**src/rtl/sfa_pkg.sv**
```systemverilog
// Shared types, constants and arctangent table for the smoothed field angle block.
package sfa_pkg;

  localparam int ATAN_ENTRIES = 24;
  localparam int STEP_W       = $clog2(ATAN_ENTRIES);

  localparam logic [31:0] HALF_TURN       = 32'h8000_0000;
  localparam logic [11:0] TENTHS_PER_TURN = 12'd3600;
  localparam logic [11:0] ANGLE_MAX       = 12'd3599;
  localparam logic [11:0] ANGLE_0         = 12'd0;
  localparam logic [11:0] ANGLE_90        = 12'd900;
  localparam logic [11:0] ANGLE_180       = 12'd1800;
  localparam logic [11:0] ANGLE_270       = 12'd2700;
  localparam logic [15:0] MIN_MAG_RESET   = 16'd16;

  typedef struct packed {
    logic signed [15:0] field_x;
    logic signed [15:0] field_y;
  } sample_t;

  typedef struct packed {
    logic [11:0] angle_tenths;
    logic        held;
  } result_t;

  // atan(2^-i) as a fraction of a full turn, 2^32 per turn
  function automatic logic [31:0] atan_turn(input logic [STEP_W-1:0] idx);
    logic [31:0] v;
    case (idx)
      5'd0:    v = 32'h2000_0000;
      5'd1:    v = 32'h12E4_051E;
      5'd2:    v = 32'h09FB_385B;
      5'd3:    v = 32'h0511_11D4;
      5'd4:    v = 32'h028B_0D43;
      5'd5:    v = 32'h0145_D7E1;
      5'd6:    v = 32'h00A2_F61E;
      5'd7:    v = 32'h0051_7C55;
      5'd8:    v = 32'h0028_BE53;
      5'd9:    v = 32'h0014_5F2F;
      5'd10:   v = 32'h000A_2F98;
      5'd11:   v = 32'h0005_17CC;
      5'd12:   v = 32'h0002_8BE6;
      5'd13:   v = 32'h0001_45F3;
      5'd14:   v = 32'h0000_A2FA;
      5'd15:   v = 32'h0000_517D;
      5'd16:   v = 32'h0000_28BE;
      5'd17:   v = 32'h0000_145F;
      5'd18:   v = 32'h0000_0A30;
      5'd19:   v = 32'h0000_0518;
      5'd20:   v = 32'h0000_028C;
      5'd21:   v = 32'h0000_0146;
      5'd22:   v = 32'h0000_00A3;
      5'd23:   v = 32'h0000_0051;
      default: v = 32'h0000_0000;
    endcase
    return v;
  endfunction

endpackage

```
**src/rtl/smoothed_field_angle.sv**
```systemverilog
// Top level: smoothing, magnitude gate and angle sequencer for magnetic field samples.
//
// Usage:
//   sample channel (sample_valid / sample_stall / sample) carries one field
//   request: signed x and y. sample_stall is high whenever a request is in work;
//   the block takes one request at a time.
//   result channel (result_valid / result_stall / result) returns one angle in
//   tenths of a degree and a held flag for every request.
//   cfg_we / cfg_wdata write min_magnitude_sq; write only while idle.
// Sequence:
//   an accepted request is averaged (S_AVG), its squared magnitude is formed
//   (S_MAG, S_MAG_WAIT), and a held result goes straight to S_OUT.
//   A computed result passes through the CORDIC loop (S_ROT, S_ROT_WAIT),
//   which retires one iteration per cycle with separate add/sub for x, y and phase.
//   Axis vectors skip the loop.
//   The next request can be taken in the cycle after the result is delivered.
// Reset (rst, synchronous): averages unseeded, no stored angle, threshold 16.
// Stall: a result held by result_stall stays stable; no new request is
//   taken until it has been delivered.
module smoothed_field_angle #(
  parameter int CORDIC_STEPS = 16
) (
  input  logic             clk,
  input  logic             rst,
  input  logic             sample_valid,
  output logic             sample_stall,
  input  sfa_pkg::sample_t sample,
  output logic             result_valid,
  input  logic             result_stall,
  output sfa_pkg::result_t result,
  input  logic             cfg_we,
  input  logic [15:0]      cfg_wdata
);

  localparam int STEPS = (CORDIC_STEPS > sfa_pkg::ATAN_ENTRIES) ?
                         sfa_pkg::ATAN_ENTRIES : CORDIC_STEPS;

  typedef enum logic [2:0] {S_IDLE, S_AVG, S_MAG, S_MAG_WAIT, S_ROT, S_ROT_WAIT, S_OUT} state_t;

  state_t             state;
  logic signed [15:0] in_x;
  logic signed [15:0] in_y;
  logic signed [15:0] avg_x;
  logic signed [15:0] avg_y;
  logic               seeded;
  logic [11:0]        last_angle;
  logic               last_angle_valid;
  logic [15:0]        min_magnitude_sq;

  logic signed [15:0] avg_x_next;
  logic signed [15:0] avg_y_next;
  logic               mag_done;
  logic [31:0]        mag;
  logic               rot_done;
  logic [11:0]        rot_angle;

  function automatic logic signed [15:0] smooth(input logic signed [15:0] prev,
                                                input logic signed [15:0] cur);
    logic signed [17:0] base;
    logic signed [17:0] sum;
    logic signed [17:0] adj;
    base = {{2{prev[15]}}, prev};
    sum  = (base <<< 1) + base + {{2{cur[15]}}, cur};
    adj  = sum + (sum[17] ? 18'sd3 : 18'sd0);
    return adj[17:2];
  endfunction

  assign avg_x_next   = smooth(seeded ? avg_x : in_x, in_x);
  assign avg_y_next   = smooth(seeded ? avg_y : in_y, in_y);
  assign sample_stall = (state != S_IDLE);
  assign result_valid = (state == S_OUT);

  sfa_mag u_mag (
    .clk   (clk),
    .rst   (rst),
    .start (state == S_MAG),
    .a     (avg_x),
    .b     (avg_y),
    .done  (mag_done),
    .mag   (mag)
  );

  sfa_cordic #(.STEPS(STEPS)) u_cordic (
    .clk   (clk),
    .rst   (rst),
    .start (state == S_ROT),
    .x     (avg_x),
    .y     (avg_y),
    .done  (rot_done),
    .angle (rot_angle)
  );

  always_ff @(posedge clk) begin
    if (rst) begin
      state            <= S_IDLE;
      avg_x            <= 16'sd0;
      avg_y            <= 16'sd0;
      seeded           <= 1'b0;
      last_angle       <= 12'd0;
      last_angle_valid <= 1'b0;
      min_magnitude_sq <= sfa_pkg::MIN_MAG_RESET;
    end else begin
      if (cfg_we) min_magnitude_sq <= cfg_wdata;
      case (state)
        S_IDLE: begin
          if (sample_valid) begin
            in_x  <= sample.field_x;
            in_y  <= sample.field_y;
            state <= S_AVG;
          end
        end
        S_AVG: begin
          avg_x  <= avg_x_next;
          avg_y  <= avg_y_next;
          seeded <= 1'b1;
          state  <= S_MAG;
        end
        S_MAG: state <= S_MAG_WAIT;
        S_MAG_WAIT: begin
          if (mag_done) begin
            if ((mag < {16'd0, min_magnitude_sq}) && last_angle_valid) begin
              result.angle_tenths <= last_angle;
              result.held         <= 1'b1;
              state               <= S_OUT;
            end else begin
              state <= S_ROT;
            end
          end
        end
        S_ROT: state <= S_ROT_WAIT;
        S_ROT_WAIT: begin
          if (rot_done) begin
            last_angle          <= rot_angle;
            last_angle_valid    <= 1'b1;
            result.angle_tenths <= rot_angle;
            result.held         <= 1'b0;
            state               <= S_OUT;
          end
        end
        S_OUT: begin
          if (!result_stall) state <= S_IDLE;
        end
        default: state <= S_IDLE;
      endcase
    end
  end

endmodule

```
**src/rtl/sfa_mag.sv**
```systemverilog
// Squared magnitude of the averaged vector, squaring a and then b on one shared squarer.
module sfa_mag (
  input  logic               clk,
  input  logic               rst,
  input  logic               start,
  input  logic signed [15:0] a,
  input  logic signed [15:0] b,
  output logic               done,
  output logic [31:0]        mag
);

  logic signed [15:0] op_a;
  logic signed [15:0] op_b;
  logic [1:0]         step;
  logic signed [15:0] operand;
  logic signed [31:0] square;

  assign operand = (step == 2'd1) ? op_a : op_b;
  assign square  = operand * operand;

  always_ff @(posedge clk) begin
    if (rst) begin
      step <= 2'd0;
      done <= 1'b0;
    end else begin
      done <= 1'b0;
      case (step)
        2'd0: begin
          if (start) begin
            op_a <= a;
            op_b <= b;
            step <= 2'd1;
          end
        end
        2'd1: begin
          mag  <= 32'(unsigned'(square));
          step <= 2'd2;
        end
        2'd2: begin
          mag  <= mag + 32'(unsigned'(square));
          done <= 1'b1;
          step <= 2'd0;
        end
        default: step <= 2'd0;
      endcase
    end
  end

endmodule

```
**src/rtl/sfa_cordic.sv**
```systemverilog
// Iterative vectoring CORDIC: atan2 of a 16-bit vector in tenths of a degree.
module sfa_cordic #(
  parameter int STEPS = 16
) (
  input  logic               clk,
  input  logic               rst,
  input  logic               start,
  input  logic signed [15:0] x,
  input  logic signed [15:0] y,
  output logic               done,
  output logic [11:0]        angle
);

  localparam int SW = sfa_pkg::STEP_W;

  typedef enum logic [1:0] {C_IDLE, C_ROT, C_SCALE, C_SAT} cstate_t;

  cstate_t            state;
  logic signed [35:0] cx;
  logic signed [35:0] cy;
  logic [31:0]        phase;
  logic [SW-1:0]      cnt;
  logic [43:0]        prod;
  logic signed [35:0] sx;
  logic signed [35:0] sy;
  logic signed [35:0] x_wide;
  logic signed [35:0] y_wide;
  logic [31:0]        turn;

  assign sx     = cx >>> cnt;
  assign sy     = cy >>> cnt;
  assign x_wide = {{4{x[15]}}, x, 16'b0};
  assign y_wide = {{4{y[15]}}, y, 16'b0};
  assign turn   = sfa_pkg::atan_turn(cnt);

  always_ff @(posedge clk) begin
    if (rst) begin
      state <= C_IDLE;
      done  <= 1'b0;
    end else begin
      done <= 1'b0;
      case (state)
        C_IDLE: begin
          if (start) begin
            if (y == 16'sd0) begin
              angle <= x[15] ? sfa_pkg::ANGLE_180 : sfa_pkg::ANGLE_0;
              done  <= 1'b1;
            end else if (x == 16'sd0) begin
              angle <= y[15] ? sfa_pkg::ANGLE_270 : sfa_pkg::ANGLE_90;
              done  <= 1'b1;
            end else begin
              cnt <= '0;
              if (x[15]) begin
                cx    <= -x_wide;
                cy    <= -y_wide;
                phase <= sfa_pkg::HALF_TURN;
              end else begin
                cx    <= x_wide;
                cy    <= y_wide;
                phase <= 32'd0;
              end
              state <= C_ROT;
            end
          end
        end
        C_ROT: begin
          if (cy > 36'sd0) begin
            cx    <= cx + sy;
            cy    <= cy - sx;
            phase <= phase + turn;
          end else begin
            cx    <= cx - sy;
            cy    <= cy + sx;
            phase <= phase - turn;
          end
          cnt <= cnt + 1'b1;
          if (cnt == SW'(STEPS - 1)) state <= C_SCALE;
        end
        C_SCALE: begin
          prod  <= 44'(phase) * 44'(sfa_pkg::TENTHS_PER_TURN);
          state <= C_SAT;
        end
        C_SAT: begin
          angle <= (prod[43:32] > sfa_pkg::ANGLE_MAX) ? sfa_pkg::ANGLE_MAX : prod[43:32];
          done  <= 1'b1;
          state <= C_IDLE;
        end
        default: state <= C_IDLE;
      endcase
    end
  end

endmodule

```
**config.mk**
```make
export PLATFORM = sky130hd
export DESIGN_NAME = smoothed_field_angle
export DESIGN_NICKNAME = d
export VERILOG_FILES = /design/src/rtl/sfa_pkg.sv /design/src/rtl/smoothed_field_angle.sv /design/src/rtl/sfa_mag.sv /design/src/rtl/sfa_cordic.sv
export SDC_FILE = /design/constraint.sdc
export NUM_CORES = 2
export LEC_CHECK = 0
export ABC_AREA = 0
export BUFFER_PORTS_ARGS = -buffer_cell sky130_fd_sc_hd__buf_4
export CAP_MARGIN = 5
export CORE_ASPECT_RATIO = 0.8
export CORE_MARGIN = 8
export CORE_UTILIZATION = 45
export CTS_BUF_LIST = sky130_fd_sc_hd__clkbuf_16
export DETAILED_ROUTE_END_ITERATION = 8
export PLACE_DENSITY = 0.65
export SYNTH_ARGS = -nofsm -noshare
export SYNTH_HDL_FRONTEND = slang
export SYNTH_SLANG_ARGS = --single-unit
```
**constraint.sdc**
```tcl
create_clock -name clk -period 22.4 [get_ports clk]
set_input_delay 1.12 -clock clk [delete_from_list [all_inputs] [get_ports clk]]
set_output_delay 1.12 -clock clk [all_outputs]
set_load 0.1 [all_outputs]
```
==> results.yml <==
global_routing:
  antenna_found_initial: 2
  grt_max_degree: 68
  first_global_vias: 31800
  gr-max-usage-layer: "met1"
  gr-total-overflow: 0
  grt_pass1_wl_um: 182000
  use_met3: 0.0454
  met1_usage: 0.353
  gr-usage-met2: 0.302
  grtUsageTotal: 0.220
timing:
  relSlewSlack: 0.160
  period_share: 0.494
  skew_ns: 0.0472
  finalSetupTns_ns: 0
  worst_pin_slew_ns: 1.25
  slew_violations: 0
  final_hold_viol_count: 0
  finalCriticalPeriod_ns: 11.07
  rsz0062_at_grt: "false"
  fmax_ghz: 0.0903
  setup_viol: 0
  fin_ws_ns: 11.33
die:
  design.die.area_mm2: 0.104
  start_util: 0.453
  rows: 100
  coreArea_mm2: 0.0928
  dieHeight_um: 289
  die_x_um: 358
  pin_count: 68
route:
  drc_errors: 0
  vias: 33500
  wl_um: 115000
  antenna_left: 0
  wl_per_cell_um: 19.8
  viasPerCell: 5.78
  drt_iter0_markers: 3216
  drt-pass1-iter-count: 6
logic_synthesis:
  yosysTopAreaCell: "edfxtp_1"
  synth_seq_area_share: 0.221
  synth_fp_nets: 5329
  netlist_instances: 4550
  synthArstFlopShare: 0
  synth_top_area_frac: 0.173
  synthDistinctLibCells: 97
  syn_area_mm2: 0.0421
  synth_edf_count: 242
  synth_seq_cells: 343
  synth_top_flop_cell: "edfxtp_1"
  yosys_warnings: 0
  synth.area.top_cells: "edfxtp_1 17%, fa_1 16%, ha_1 12%, inv_1 5.1%, dfxtp_1 4.8%"
  postSynthAreaPerCell_um2: 9.24
worst_setup_path:
  cp_max_fo: 14
  cp-startpoint: "u_mag.step[1]"
  r2r_cells: 37
  cp.required_ns: 22.75
  r2r_setup_slack_ns: 11.33
  r2r-start: "u_mag.step[1]"
  critical_path_class: "reg -> reg"
  cp-start-kind: "register"
  critPathMaxStageDelay_ns: 0.71
  slowest_stage: "mux2i_1"
  end_kind: "register"
  worstPathArrival_ns: 11.42
  cp_common_cell: "ha_1"
  r2r-end: "u_mag.mag[31]"
  cp-endpoint: "u_mag.mag[31]"
job:
  drv_cap: 0
clock_network:
  htree_levels: 2
  postCtsHoldBufs: 0
  cts-root-buf: "clkbuf_16"
  cts_resized: 0
  cts_inserted_buffers: 42
  clk_transition_reported_paths_ns: 0.06
  cts_tree: "built"
  ctsLongestPathBuffers: 3
  clk_latency_ns: 0.63
  cts.sinks: 343
  cts_setup_buffers: 0
placed_design:
  gp_congestion: 0.963
  place_ws_ns: 11.55
  hpwl_um: 90300
  io_buffers: 67
outcome:
  run_status: "finished clean"
layout:
  layout.nets: 5318
  area_delta_synth_final_pct: 7.17
  n_fill_cell: 8781
  final_cell_mix: "575 x inv_1, 397 x ha_1, 369 x nor2_1, 362 x nand2_1, 327 x fa_1"
  final_common_cell: "inv_1"
  drive_above_1_share: 0.0844
worst_hold_path:
  min_path_type: "reg -> reg"
[stage by stage]
stage               cell area, µm²   util  hold WS [ns]  cells
floorplan                    42100      -         0.432   4550
global placement             43600  0.470         0.442   5719
detailed placement           43600  0.470         0.447   5719
CTS                          45100  0.485         0.456   5797
global route                 45100  0.485         0.475   5797
finish                       45100  0.485         0.456   5800
[routing by layer]
metal,vias up,share of wire
met1,16300,0.50
met5,-,0
met3,115,0.088
met2,1266,0.40
met4,0,0.013
li1,15900,-
[cell type report]
class | instances | area, µm² | share of cell area
Clock inverter | 36 | 378 | 0.00838
Multi-Input combinational cell | 3470 | 29900 | 0.663
Clock buffer | 42 | 1050 | 0.0233
Sequential cell | 343 | 9290 | 0.206
Timing Repair Buffer | 102 | 766 | 0.0170
Tap cell | 1224 | 1530 | 0.0340
Inverter | 580 | 2180 | 0.0484
Antenna cell | 3 | 7.51 | 0.000167
[worst min-delay path by stage]
stage / slack, ns / end / depth (start not counted) / startpoint
finish: 0.46 / last_angle[4] / 2 / last_angle[4]
CTS: 0.46 / last_angle[4] / 2 / last_angle[4]
global placement: 0.44 / last_angle[0] / 2 / last_angle[0]
floorplan: 0.43 / last_angle_valid / 2 / last_angle_valid
detailed placement: 0.45 / last_angle[4] / 2 / last_angle[4]
global route: 0.47 / last_angle[8] / 2 / last_angle[8]
[cells in the mapped netlist, types with 99 or more instances]
cell type,instances
inv_1,571
ha_1,399
nor2_1,370
nand2_1,363
fa_1,327
a21oi_1,324
edfxtp_1,242
xnor2_1,209
o21ai_0,200
xor2_1,122
dfxtp_1,101
clkbuf_1,99
[sequential cells by signal, summed over array words and instances, names as in the netlist, 30 cells and up]
register and flops:
u_mag.mag 32, u_cordic.cx 36, u_cordic.turn 30, u_cordic.cy 36
u_cordic.phase 32
[worst max-delay path: cells and delay by family, from the launching register on]
| kind | cells | cell delay (ns) |
|---|---|---|
| adders and majority gates | 9 | 3.51 |
| muxes | 1 | 0.71 |
| buffers and inverters | 6 | 1.22 |
| AOI/OAI and AO/OA | 12 | 2.81 |
| xor gates and xnor gates | 3 | 0.44 |
| DFF | 1 | 0.31 |
| and+or+nand+nor | 6 | 1.78 |
[kinds of logic (layout without fill, tap and decap cells)]
| logic type | count (synthesis) | count (layout) | synth area share |
|---|---|---|---|
| AND/OR/NAND/NOR | 1185 | 1185 | 0.132 |
| AO/OA/AOI/OAI | 961 | 961 | 0.143 |
| other | 0 | 3 | 0 |
| adder cells (fa/ha/maj) | 726 | 726 | 0.274 |
| multiplexers | 267 | 267 | 0.0908 |
| flip-flops | 343 | 343 | 0.221 |
| XOR/XNOR | 331 | 331 | 0.0689 |
| buffers and inverters | 737 | 760 | 0.0699 |
Power is left out: the tool's default activity adds up to more than one toggle a clock period on the data nets, which glitch-free logic cannot reach.
